$ cat src/rtl/bmt_pkg.sv
package bmt_pkg;

  // Sample and window sizing.
  localparam int SAMPLE_BITS = 12;
  localparam int MAX_WINDOW  = 15;
  localparam int MIN_WINDOW  = 3;

  // Register and output field widths.
  localparam int WL_BITS     = 4;
  localparam int THR_BITS    = 12;
  localparam int CFG_BITS    = 12;
  localparam int CFG_IDX_BITS = 1;
  localparam int ANGLE_BITS  = 8;

  // Index into the sample store and sort row.
  localparam int IDX_BITS    = $clog2(MAX_WINDOW);
  // One odd-even transposition pass per entry sorts the whole row.
  localparam int PASS_BITS   = $clog2(MAX_WINDOW);
  localparam int SORT_PASSES = MAX_WINDOW;

  // Sort key: sample with a pad flag above it, so unused entries sort last.
  localparam int KEY_BITS    = SAMPLE_BITS + 1;

  localparam logic [ANGLE_BITS-1:0] ANGLE_HIGH = ANGLE_BITS'(180);
  localparam logic [ANGLE_BITS-1:0] ANGLE_LOW  = '0;

  // Register reset values.
  localparam logic [WL_BITS-1:0]  WINDOW_RESET    = WL_BITS'(5);
  localparam logic [THR_BITS-1:0] THRESHOLD_RESET = THR_BITS'(2048);

  // Register indexes.
  localparam logic [CFG_IDX_BITS-1:0] REG_WINDOW_LENGTH = CFG_IDX_BITS'(0);
  localparam logic [CFG_IDX_BITS-1:0] REG_LUX_LIMIT     = CFG_IDX_BITS'(1);

  typedef enum logic [1:0] {
    ST_IDLE,
    ST_LOAD,
    ST_SORT,
    ST_DONE
  } bmt_state_t;

  // Commands from the controller to the datapath.
  typedef struct packed {
    logic accept;
    logic load;
    logic sort_step;
    logic sort_odd;
    logic out_load;
  } bmt_cmd_t;

  // Status from the datapath to the controller.
  typedef struct packed {
    logic window_full;
  } bmt_stat_t;

endpackage

$ cat src/rtl/bmt_ctrl.sv
module bmt_ctrl
  import bmt_pkg::*;
(
  input  logic      clk,
  input  logic      rst,
  input  logic      in_valid,
  output logic      in_stall,
  output logic      out_valid,
  input  logic      out_stall,
  input  bmt_stat_t stat,
  output bmt_cmd_t  cmd
);

  bmt_state_t           state;
  bmt_state_t           state_next;
  logic [PASS_BITS-1:0] pass;
  logic [PASS_BITS-1:0] pass_next;
  logic                 out_free;
  logic                 accept;

  // The output register is free when empty or being drained this cycle.
  assign out_free = !out_valid || !out_stall;
  assign in_stall = (state != ST_IDLE);
  assign accept   = in_valid && !in_stall;

  // Next state.
  always_comb begin
    state_next = state;
    pass_next  = pass;
    unique case (state)
      ST_IDLE: begin
        if (accept && stat.window_full) begin
          state_next = ST_LOAD;
        end
      end
      ST_LOAD: begin
        state_next = ST_SORT;
        pass_next  = '0;
      end
      ST_SORT: begin
        pass_next = pass + PASS_BITS'(1);
        if (pass == PASS_BITS'(SORT_PASSES - 1)) begin
          state_next = ST_DONE;
        end
      end
      ST_DONE: begin
        if (out_free) begin
          state_next = ST_IDLE;
        end
      end
      default: state_next = ST_IDLE;
    endcase
  end

  // Datapath commands.
  always_comb begin
    cmd = '0;
    unique case (state)
      ST_IDLE: cmd.accept = accept;
      ST_LOAD: cmd.load = 1'b1;
      ST_SORT: begin
        cmd.sort_step = 1'b1;
        cmd.sort_odd  = pass[0];
      end
      ST_DONE: cmd.out_load = out_free;
      default: cmd = '0;
    endcase
  end

  // State, pass counter and output valid flag.
  always_ff @(posedge clk) begin
    if (rst) begin
      state     <= ST_IDLE;
      pass      <= '0;
      out_valid <= 1'b0;
    end else begin
      state <= state_next;
      pass  <= pass_next;
      if (cmd.out_load) begin
        out_valid <= 1'b1;
      end else if (!out_stall) begin
        out_valid <= 1'b0;
      end
    end
  end

endmodule

$ cat src/rtl/bmt_datapath.sv
module bmt_datapath
  import bmt_pkg::*;
(
  input  logic                    clk,
  input  logic                    rst,
  input  logic                    cfg_write,
  input  logic [CFG_IDX_BITS-1:0] cfg_index,
  input  logic [CFG_BITS-1:0]     cfg_data,
  input  logic [SAMPLE_BITS-1:0]  sample,
  input  bmt_cmd_t                cmd,
  output bmt_stat_t               stat,
  output logic [SAMPLE_BITS-1:0]  raw_middle,
  output logic [SAMPLE_BITS-1:0]  median,
  output logic [ANGLE_BITS-1:0]   servo_angle
);

  logic [WL_BITS-1:0]     window_length;
  logic [THR_BITS-1:0]    lux_limit;
  logic [WL_BITS-1:0]     w_eff;
  logic [IDX_BITS-1:0]    w_half;
  logic [IDX_BITS-1:0]    fill_count;
  logic [WL_BITS-1:0]     fill_inc;
  logic [SAMPLE_BITS-1:0] store [MAX_WINDOW];
  logic [KEY_BITS-1:0]    key [MAX_WINDOW];
  logic [KEY_BITS-1:0]    key_next [MAX_WINDOW];
  logic [SAMPLE_BITS-1:0] raw_hold;
  logic [SAMPLE_BITS-1:0] med_sel;

  // Configuration registers.
  always_ff @(posedge clk) begin
    if (rst) begin
      window_length <= WINDOW_RESET;
      lux_limit     <= THRESHOLD_RESET;
    end else if (cfg_write) begin
      unique case (cfg_index)
        REG_WINDOW_LENGTH: window_length <= cfg_data[WL_BITS-1:0];
        REG_LUX_LIMIT:     lux_limit     <= cfg_data[THR_BITS-1:0];
        default: ;
      endcase
    end
  end

  // Effective window length, clamped to the supported range.
  always_comb begin
    if (window_length < WL_BITS'(MIN_WINDOW)) begin
      w_eff = WL_BITS'(MIN_WINDOW);
    end else if (window_length > WL_BITS'(MAX_WINDOW)) begin
      w_eff = WL_BITS'(MAX_WINDOW);
    end else begin
      w_eff = window_length;
    end
  end

  assign w_half   = IDX_BITS'(w_eff >> 1);
  assign fill_inc = WL_BITS'(fill_count) + WL_BITS'(1);
  assign stat.window_full = (fill_inc >= w_eff);

  // Fill counter; it restarts when a window completes.
  always_ff @(posedge clk) begin
    if (rst) begin
      fill_count <= '0;
    end else if (cmd.accept) begin
      fill_count <= stat.window_full ? '0 : IDX_BITS'(fill_inc);
    end
  end

  // Sample store, written in arrival order.
  always_ff @(posedge clk) begin
    if (cmd.accept) begin
      store[fill_count] <= sample;
    end
  end

  // Sort row: load from the store, then odd-even transposition passes.
  always_comb begin
    for (int i = 0; i < MAX_WINDOW; i++) begin
      key_next[i] = key[i];
    end
    if (cmd.load) begin
      for (int i = 0; i < MAX_WINDOW; i++) begin
        key_next[i] = {(WL_BITS'(i) >= w_eff), store[i]};
      end
    end else if (cmd.sort_step) begin
      for (int i = 0; i < MAX_WINDOW - 1; i++) begin
        if ((((i % 2) == 1) == cmd.sort_odd) && (key[i] > key[i+1])) begin
          key_next[i]   = key[i+1];
          key_next[i+1] = key[i];
        end
      end
    end
  end

  always_ff @(posedge clk) begin
    for (int i = 0; i < MAX_WINDOW; i++) begin
      key[i] <= key_next[i];
    end
    if (cmd.load) begin
      raw_hold <= store[w_half];
    end
  end

  // Result register.
  assign med_sel = key[w_half][SAMPLE_BITS-1:0];

  always_ff @(posedge clk) begin
    if (cmd.out_load) begin
      raw_middle  <= raw_hold;
      median      <= med_sel;
      servo_angle <= (THR_BITS'(med_sel) >= lux_limit) ? ANGLE_HIGH : ANGLE_LOW;
    end
  end

endmodule

$ cat src/rtl/block_median_threshold_top.sv
// Windowed median filter with a threshold decision.
// Input channel: sample with in_valid / in_stall. A request is taken at a
// rising edge where in_valid is high and in_stall is low.
// Output channel: raw_middle, median and servo_angle with out_valid /
// out_stall. A request is taken where out_valid is high and out_stall low.
// Configuration: cfg_write with cfg_index 0 sets window_length (clamped to
// 3..15), index 1 sets lux_limit. Write only while the block is idle.
// Input: a sample that does not complete a window leaves in_stall low, so
// the next sample can be taken at once. The sample that completes a window
// is followed by a load step and 15 odd-even transposition passes over a
// 15-entry compare-exchange row; in_stall stays high until the result enters the output register.
// The pass count is set by the row length, not the window length.
// When the receiver stalls, the result waits in the output register and
// new samples are still taken; only the next window's result then waits
// until the held result has been taken.
// Reset (rst, synchronous) restores the register defaults, empties the
// window and drops any pending result.
module block_median_threshold_top
  import bmt_pkg::*;
(
  input  logic                    clk,
  input  logic                    rst,
  input  logic                    cfg_write,
  input  logic [CFG_IDX_BITS-1:0] cfg_index,
  input  logic [CFG_BITS-1:0]     cfg_data,
  input  logic                    in_valid,
  output logic                    in_stall,
  input  logic [SAMPLE_BITS-1:0]  sample,
  output logic                    out_valid,
  input  logic                    out_stall,
  output logic [SAMPLE_BITS-1:0]  raw_middle,
  output logic [SAMPLE_BITS-1:0]  median,
  output logic [ANGLE_BITS-1:0]   servo_angle
);

  bmt_cmd_t  cmd;
  bmt_stat_t stat;

  // Sequencer.
  bmt_ctrl u_ctrl (
    .clk       (clk),
    .rst       (rst),
    .in_valid  (in_valid),
    .in_stall  (in_stall),
    .out_valid (out_valid),
    .out_stall (out_stall),
    .stat      (stat),
    .cmd       (cmd)
  );

  // Store, sort row and result register.
  bmt_datapath u_datapath (
    .clk         (clk),
    .rst         (rst),
    .cfg_write   (cfg_write),
    .cfg_index   (cfg_index),
    .cfg_data    (cfg_data),
    .sample      (sample),
    .cmd         (cmd),
    .stat        (stat),
    .raw_middle  (raw_middle),
    .median      (median),
    .servo_angle (servo_angle)
  );

endmodule

$ cat config.mk
export PLATFORM = sky130hd
export DESIGN_NAME = block_median_threshold_top
export DESIGN_NICKNAME = d
export VERILOG_FILES = /design/src/rtl/bmt_pkg.sv /design/src/rtl/bmt_ctrl.sv /design/src/rtl/bmt_datapath.sv /design/src/rtl/block_median_threshold_top.sv
export SDC_FILE = /design/constraint.sdc
export NUM_CORES = 1
export LEC_CHECK = 0
export BUFFER_PORTS_ARGS = -buffer_cell sky130_fd_sc_hd__buf_2
export CAP_MARGIN = 20
export CORE_MARGIN = 2
export CORE_UTILIZATION = 31
export DETAILED_ROUTE_END_ITERATION = 8
export GPL_ROUTABILITY_DRIVEN = 1
export PLACE_DENSITY_LB_ADDON = 0.2
export SETUP_SLACK_MARGIN = 0.2
export SLEW_MARGIN = 20
export SYNTH_ARGS = -nofsm -noshare
export SYNTH_HDL_FRONTEND = slang
export SYNTH_HIERARCHICAL = 1
export SYNTH_SLANG_ARGS = --single-unit
$ cat constraint.sdc
create_clock -name clk -period 6.3 [get_ports clk]
set_clock_uncertainty 0.15 [all_clocks]
set_input_delay 0.63 -clock clk [delete_from_list [all_inputs] [get_ports clk]]
set_output_delay 0.63 -clock clk [all_outputs]
set_load 0.02 [all_outputs]
==> flow_summary_export.csv, run 1 <==
group,metric,value,unit
sta,max_slew.worst_pin.slew,1120,ps
setup_path,end_kind,"register",
setup_path,crit_type,"register to register",
layout,area_growth,12.3,%
placed_design,portBuffers,59,
setup_path,crit_top_cell,"buf_4",
clock_tree,cts_setup_buffers,0,
logic_synthesis,synth_common_cells,"edfxtp_1, inv_1, ha_1",
sta,setup_viol,0,
layout,seq_area,0.0129,mm²
logic_synthesis,netlist_area,0.0244,mm²
layout,nets,2356,
logic_synthesis,ys_types,70,
sta,fin_crit_sh,68.3,%
sta,layout_min_cycle_time,4300,ps
global_route,antenna_found_initial,1,
logic_synthesis,synth_most_common_cell,"edfxtp_1",
global_route,grt_pass1_wl,115,mm
run,max-cap-violations,0,
setup_path,rr_worst_depth,10,
placed_design,hpwlAfterDp,55.3,mm
placed_design,place_congestion,0.853,
clock_tree,h-tree-depth,2,
logic_synthesis,ys_seq_area_share,53.0,%
logic_synthesis,yosys.area.top_type,"edfxtp_1",
setup_path,path_cells,"inv_1 > ha_1 > buf_4 > and2_1 > buf_4 > o41ai_1 > a21oi_1 > nand2_1 > a31oi_1 > buf_4",
clock_tree,path_clk_slew,60,ps
layout,final_util,35.3,%
clock_tree,cts_tree,"built",
logic_synthesis,netlist_instances,2084,
clock_tree,cts-root-buf,"clkbuf_16",
die,num_rows,102,
setup_path,critPathSlowestCell,"a21oi_1",
setup_path,arrival,4450,ps
setup_path,crit_fanout,19,
die,dieWidth,284,µm
logic_synthesis,synth.top_cell.area_share,50.8,%
logic_synthesis,synthTopCellsByArea,"edfxtp_1, ha_1, a221o_1",
drt,num_vias,17200,
logic_synthesis,syn_area_per_cell,11.7,µm²
setup_path,slowest_delay,760,ps
sta,hold_viol,0,
global_route,grtUsageTotal,18.9,%
drt,via_per_inst,5.39,
drt,drt-pass1-iter-count,6,
clock_tree,cts_buffer_depth,3,
logic_synthesis,synthArstFlopShare,0,%
clock_tree,insertion_delay,600,ps
setup_path,crit_cells,10,
logic_synthesis,synth_ff_type,"edfxtp_1",
sta,maxSlewViolCount,0,
layout,antennaDiodeCount,0,
clock_tree,cts_made_buffers,53,
drt,postRouteAntennaNets,0,
clock_tree,hold_buffers,0,
pwr,p_leak,10.4,nW
setup_path,worstPathRequired,6450,ps
pwr,powerDensity,487,mW/mm²
die,core-area,0.0776,mm²
global_route,grt_pass1_vias,17100,
setup_path,crit_buf_inv,4,
pwr,ir_worst_vdd,0.244,mV
hold_path,holdPathStages,3,
hold_path,hold_path.class,"input pin to register",
sta,fmax,233,MHz
layout,nFillCells,7694,
drt,wirelength,77.9,mm
layout,drive_above_1_share,9.69,%
die,die_y,284,µm
clock_tree,postCtsResizedCells,0,
sta,slew_headroom,25.3,%
status,outcome,"complete, no violations",
sta,finalSetupTns,0,ps
setup_path,worst_setup_path_start_kind,"register",
sta,rsz0062_at_grt,"false",
logic_synthesis,yosys_warnings,6,
layout,multi_input_area,0.0101,mm²
die,io-pin-count,64,
die,initial_core_util,31.4,%
global_route,gr-total-overflow,0,
global_route,grt_max_degree,203,
logic_synthesis,synth-seq-cells,439,
clock_tree,clock_sinks,439,
drt,drtIter0Drc,1578,
drt,drc,0,
drt,wire_per_inst,24.4,µm
logic_synthesis,synth_edf_count,412,
setup_path,crit_family,"compound AO/OA/AOI/OAI gates",
die,die_area,0.0808,mm²
path summary, 6_finish.rpt:
path,startpoint,endpoint,slack [ps]
setup / recovery,u_ctrl/state[0]$_SDFFE_PP0P_,u_datapath/key[13][9]$_DFFE_PP_,2000
setup reg to reg,u_ctrl/state[0]$_SDFFE_PP0P_,u_datapath/key[13][9]$_DFFE_PP_,2000
hold reg to reg,u_datapath/raw_hold[9]$_DFFE_PP_,u_datapath/raw_middle[9]$_DFFE_PP_,270
hold / removal,cfg_data[11],u_datapath/lux_limit[11]$_SDFFE_PP1P_,110
logic make-up after synthesis:
| kind of cell | share of synthesized area (%) |
|---|---|
| DFF | 53.0 |
| and+or+nand+nor | 11.7 |
| other | 0.0154 |
| xor gates and xnor gates | 0.0719 |
| AOI/OAI and AO/OA | 15.7 |
| muxes | 3.33 |
| buffers and inverters | 5.52 |
| adders and majority gates | 10.7 |
report_power, final:
group	internal, mW	switching [mW]	leakage, nW
Combinational	2.02	3.17	5.58
Clock	1.79	1.22	0.804
Sequential	4.28	0.830	4.01
metal layers:
layer | part of all wire [%] | global-route usage, % | vias to the layer above
li1 | - | - | 7955
met3 | 4.3 | 2.17 | 98
met1 | 46 | 26.2 | 8702
met4 | 2.4 | 4.99 | 0
met2 | 48 | 31.4 | 488
met5 | 0 | 0 | -
worst min-delay path, stage by stage:
cell	delay, ps
buf_2	80
nand2_1	40
nand3b_1	70
layout by cell type (no fill, tap or decap), types with 6 or more instances in the layout:
master / instances
o31ai_1: 15
clkinv_2: 7
a221o_1: 153
a211o_1: 7
mux4_2: 24
mux2i_1: 27
edfxtp_1: 412
ha_1: 206
buf_4: 25
o21ai_1: 11
a2111oi_0: 14
nand2_1: 146
buf_2: 59
o21ai_0: 55
a22oi_1: 12
dfxtp_1: 24
o211ai_1: 16
clkbuf_16: 53
nand2b_1: 18
clkinv_1: 10
nand4_1: 34
clkbuf_1: 16
nand3_1: 77
and4_1: 8
inv_1: 221
nor2b_1: 25
a221oi_1: 7
nor2_1: 96
a2111o_1: 11
and3_1: 9
and2_1: 138
o41ai_2: 7
bufinv_16: 6
a21oi_1: 128
flip-flops by register name, indices dropped and copies added, names as in the netlist:
signal                    cells
u_datapath/key              195
u_datapath/store            180
u_datapath/median            12
u_datapath/lux_limit         12
u_datapath/raw_middle        12
u_datapath/window_length      4
u_datapath/servo_angle        1
u_datapath/fill_count         4
u_ctrl/out_valid              1
u_datapath/raw_hold          12
u_ctrl/pass                   4
u_ctrl/state                  2
per-stage QoR:
stage / power (mW) / hold slack [ps] / instance area [µm²] / setup slack (ps) / std cells
6_report: 13.3 / 110 / 27400 / 2000 / 3197
5_1_grt: 14.2 / 117 / 27400 / 1670 / 3197
4_1_cts: 13.4 / 84.1 / 27300 / 2100 / 3196
3_5_place_dp: 10.3 / 255 / 25700 / 2100 / 3103
3_3_place_gp: 10.2 / 254 / 25700 / 2200 / 3103
2_1_floorplan: 8.48 / 250 / 24400 / 3050 / 2087
final cells by class:
cell class / count / share of cell area [%]
flip-flops and latches: 439 / 47.2
multi-input cells: 1315 / 37.0
clock buffers: 70 / 5.12
well taps: 1040 / 4.76
inverters: 224 / 3.07
repair buffers: 86 / 1.88
clock inverters: 23 / 0.951
Power figures use the tool's default switching activity.
==> inputs of run 2 (changes only) <==
Clock period 6.3 ns to 4.14 ns, I/O delays scaled along.
==> flow_summary_export.csv, run 2 (synthesis gave the netlist of run 1 again) <==
group,metric,value,unit
status,outcome,"complete, no violations",
drt,drt-pass1-iter-count,6,
sta,setup_viol,0,
clock_tree,cts_setup_buffers,0,
layout,seq_area,0.0129,mm²
drt,wire_per_inst,24.7,µm
setup_path,slowest_delay,780,ps
clock_tree,cts_made_buffers,52,
global_route,grt_pass1_wl,118,mm
placed_design,place_congestion,0.895,
setup_path,crit_fanout,19,
setup_path,worst_setup_path_start_kind,"register",
setup_path,rr_worst_depth,8,
global_route,grt_pass1_vias,17500,
die,die_area,0.0808,mm²
pwr,powerDensity,752,mW/mm²
layout,final_cells,3230,
sta,finalSetupTns,0,ps
layout,largest-register,"u_datapath/key",
die,num_rows,102,
layout,multi_input_area,0.0101,mm²
placed_design,dp.cells,3119,
clock_tree,path_clk_slew,60,ps
pwr,p_leak,10.6,nW
clock_tree,cts-root-buf,"clkbuf_16",
die,io-pin-count,64,
sta,hold_viol,0,
setup_path,crit_type,"register to register",
setup_path,crit_start,"u_datapath/window_length[2]$_SDFFE_PP1P_",
clock_tree,cts_buffer_depth,3,
hold_path,hold_path.class,"input pin to register",
global_route,gr-total-overflow,0,
layout,nFillCells,7670,
die,die_y,284,µm
setup_path,arrival,3830,ps
setup_path,r2r_slack,720,ps
setup_path,crit_path_end,"u_ctrl/state[1]$_SDFFE_PP0P_",
clock_tree,cts_tree,"built",
setup_path,path_cells,"buf_4 > o21ba_2 > maj3_1 > a21oi_1 > o21ai_0 > nand2_1 > a221oi_1 > mux2i_1",
sta,maxSlewViolCount,0,
pwr,ir_worst_vdd,0.300,mV
layout,nets,2383,
global_route,grtUsageTotal,19.4,%
sta,rsz0062_at_grt,"false",
clock_tree,h-tree-depth,2,
die,initial_core_util,31.4,%
sta,slew_headroom,30.6,%
placed_design,hpwlAfterDp,58.1,mm
setup_path,r2r-end,"u_ctrl/state[1]$_SDFFE_PP0P_",
drt,wirelength,79.8,mm
sta,max_slew.worst_pin.slew,1040,ps
clock_tree,clock_sinks,439,
global_route,antenna_found_initial,2,
die,core-area,0.0776,mm²
layout,final_common_cell,"edfxtp_1",
placed_design,portBuffers,59,
layout,final_cell_mix,"edfxtp_1, inv_1, ha_1",
layout,drive_above_1_share,10.9,%
drt,drc,0,
clock_tree,insertion_delay,640,ps
layout,largest_register_ff_count,195,
die,dieWidth,284,µm
setup_path,end_kind,"register",
setup_path,worstPathRequired,4550,ps
clock_tree,postCtsResizedCells,0,
drt,postRouteAntennaNets,0,
drt,num_vias,17400,
run,max-cap-violations,0,
drt,via_per_inst,5.40,
setup_path,critPathSlowestCell,"o21ai_0",
drt,drtIter0Drc,1673,
sta,fin_crit_sh,82.7,%
layout,area_growth,14.2,%
sta,layout_min_cycle_time,3420,ps
setup_path,r2r_start,"u_datapath/window_length[2]$_SDFFE_PP1P_",
global_route,grt_max_degree,64,
layout,antennaDiodeCount,0,
sta,fmax,292,MHz
layout,biggestRegsByFlops,"u_datapath/key: 195 flops, u_datapath/store: 180 flops",
clock_tree,hold_buffers,13,
-- run 2: worst min-delay path by stage --
stage                                                 from                                        to  slack [ps]  depth (start not counted)
final                                            cfg_index  u_datapath/window_length[2]$_SDFFE_PP1P_         100                          4
after global routing                              in_valid              u_ctrl/state[1]$_SDFFE_PP0P_         120                          4
after CTS                                        cfg_index  u_datapath/window_length[2]$_SDFFE_PP1P_          70                          4
after detailed placement  u_datapath/raw_hold[2]$_DFFE_PP_        u_datapath/raw_middle[2]$_DFFE_PP_         250                          0
after global placement    u_datapath/raw_hold[4]$_DFFE_PP_        u_datapath/raw_middle[4]$_DFFE_PP_         260                          0
after floorplan           u_datapath/raw_hold[0]$_DFFE_PP_        u_datapath/raw_middle[0]$_DFFE_PP_         250                          0
-- run 2: final cells by class --
class | count | area share [%]
clock buffers | 60 | 4.89
clock inverters | 38 | 1.77
inverters | 224 | 3.02
multi-input cells | 1315 | 36.4
flip-flops and latches | 439 | 46.5
well taps | 1040 | 4.68
repair buffers | 114 | 2.75
-- run 2: per-layer routing --
metal  routed length (µm)  global-route usage, %  share of wire, %
met5                    0                      0                 0
met4                 2960                   7.00               3.7
met2                36600                   31.2                46
met3                 3960                   2.39               5.0
met1                36300                   27.0                45
-- run 2: critical path: cells and delay by family (launching register included) --
family	cells	cell delay, ps
adders and majority gates	1	160
AOI/OAI and AO/OA	4	1540
muxes	1	250
buffers and inverters	1	380
and+or+nand+nor	1	160
DFF	1	700
-- run 2: report_power, final --
part	internal, mW	switching [mW]	total (mW)
registers	6.52	1.37	7.89
clock network	3.05	1.97	5.01
logic	3.16	4.85	8.01
total	12.7	8.18	20.9
-- run 2: per-stage QoR --
stage          total power [mW]  hold slack (ps)  utilization (%)  worst slack, ps  instance area, µm²
6_report                   20.9              100             35.8              716               27800
5_1_grt                    22.2              118             35.8              648               27800
4_1_cts                    21.0             67.7             35.8              704               27800
3_5_place_dp               15.9              255             33.3              716               25800
3_3_place_gp               15.7              262             33.3              836               25800
2_1_floorplan              12.9              250                -              889               24400
==> inputs of run 3 (changes only) <==
Clock period 4.14 ns to 2.8 ns, I/O delays scaled along.
==> flow_summary_export.csv, run 3 (synthesis gave the netlist of run 1 again) <==
group,metric,value,unit
setup_path,arrival,2920,ps
global_route,antenna_found_initial,3,
pwr,ir_worst_vdd,0.584,mV
global_route,gr-total-overflow,0,
die,die_area,0.0808,mm²
drt,num_vias,19200,
setup_path,slowest_delay,540,ps
sta,setup_viol,0,
clock_tree,clock_sinks,439,
global_route,grt_max_degree,55,
pwr,p_leak,12.6,nW
global_route,grt_pass1_vias,18700,
sta,slew_headroom,49.9,%
die,core-area,0.0776,mm²
layout,drive_above_1_share,28.8,%
status,outcome,"complete, no violations",
drt,via_per_inst,5.33,
setup_path,path_cells,"ha_4 > nand4_1 > o41ai_4 > buf_4 > a311oi_4 > buf_6 > a221o_1",
die,initial_core_util,31.4,%
global_route,use_met2,32.2,%
setup_path,critPathSlowestCell,"edfxtp_1",
layout,design_area,0.0320,mm²
placed_design,placed_cell_area,0.0272,mm²
sta,max_slew.worst_pin.slew,743,ps
layout,biggestRegsByFlops,"u_datapath/key: 195 flops, u_datapath/store: 180 flops",
placed_design,portBuffers,59,
clock_tree,cts_tree,"built",
clock_tree,path_clk_slew,60,ps
setup_path,worstPathRequired,3000,ps
sta,fin_crit_sh,97.1,%
hold_path,hold_path.class,"input pin to register",
drt,wirelength,85.9,mm
layout,seq_area,0.0129,mm²
clock_tree,insertion_delay,610,ps
global_route,grt_pass1_wl,123,mm
global_route,grtUsageMet1,27.9,%
placed_design,hpwlAfterDp,60.5,mm
clock_tree,h-tree-depth,2,
die,io-pin-count,64,
drt,wire_per_inst,23.9,µm
layout,final_common_cell,"edfxtp_1",
setup_path,worst_setup_path_start_kind,"register",
layout,nFillCells,7383,
placed_design,place_ws,-25.6,ps
placed_design,place_congestion,0.910,
sta,worst_slack,80.8,ps
layout,area_growth,31.4,%
sta,hold_viol,0,
layout,final_cell_mix,"edfxtp_1, buf_4, inv_1",
die,die_y,284,µm
die,dieWidth,284,µm
pwr,powerDensity,1110,mW/mm²
sta,maxSlewViolCount,0,
clock_tree,cts_made_buffers,52,
drt,drc,0,
global_route,grt_util_met3,2.67,%
drt,drtIter0Drc,1723,
sta,layout_min_cycle_time,2720,ps
setup_path,crit_type,"register to register",
setup_path,crit_fanout,5,
global_route,busiest_layer,"met2",
clock_tree,cts_buffer_depth,3,
clock_tree,cts-root-buf,"clkbuf_16",
layout,largest_register_ff_count,195,
sta,rsz0062_at_grt,"true",
layout,largest-register,"u_datapath/key",
setup_path,end_kind,"register",
run,max-cap-violations,0,
sta,fmax,368,MHz
layout,multi_input_area,0.0113,mm²
global_route,grtUsageTotal,20.2,%
die,num_rows,102,
layout,nets,2750,
drt,postRouteAntennaNets,0,
drt,drt-pass1-iter-count,6,
run 3: final cells by class:
cell class | count | share of cell area (%)
diodes | 3 | 0.0235
clock buffers | 70 | 4.34
clock inverters | 25 | 0.751
inverters | 224 | 2.69
multi-input cells | 1318 | 35.3
flip-flops and latches | 439 | 40.4
well taps | 1040 | 4.07
repair buffers | 477 | 12.4
repair inverters | 1 | 0.0235
run 3: report_power, final:
part / internal [mW] / leakage (nW) / total [mW] / switching, mW
Clock: 3.84 / 0.794 / 6.65 / 2.81
Sequential: 9.61 / 4.01 / 11.0 / 1.37
Combinational: 8.18 / 7.77 / 17.9 / 9.69
run 3: metrics by stage:
step	TNS, ps	hold slack, ps	cells	util, %	power [mW]
finish	0	33.3	3597	41.2	35.5
global placement	-20.4	251	3268	35.1	24.6
floorplan	0	229	2087	-	19.2
CTS	0	14.1	3469	38.8	33.1
global route	-1.64	18.7	3594	41.2	37.5
detailed placement	-89.9	256	3268	35.1	24.9
run 3: final timing paths:
kind | start | endpoint | slack [ps] | cells past startpoint
min reg2reg | u_datapath/raw_hold[6]$_DFFE_PP_ | u_datapath/raw_middle[6]$_DFFE_PP_ | 270 | 0
min | sample[3] | u_datapath/store[9][3]$_DFFE_PP_ | 30 | 1
max | u_datapath/key[10][7]$_DFFE_PP_ | u_datapath/key[11][1]$_DFFE_PP_ | 80 | 7
max reg2reg | u_datapath/key[10][7]$_DFFE_PP_ | u_datapath/key[11][1]$_DFFE_PP_ | 80 | 7
run 3: routing by layer:
layer / wire length (µm) / vias up
met5: 13 / -
met1: 38200 / 9578
met4: 3450 / 2
li1: - / 8784
met3: 4590 / 153
met2: 39700 / 658
run 3: what timing repair did:
| item | CTS | global route |
|---|---|---|
| hold buffers | 18 | 0 |
| setup endpoints to repair | 351 | 441 |
| setup buffers | 80 | 113 |
| pin swaps | 40 | 108 |
| resized for setup | 79 | 177 |
| cloned | 8 | 12 |
| hold endpoints to repair | 25 | 0 |
run 3: critical path, delay by kind of cell (launching register included):
kind / cells / cell delay (ps)
compound gates: 3 / 860
simple gates: 1 / 210
fa+ha+maj: 1 / 340
buf+inv: 2 / 360
flops: 1 / 540
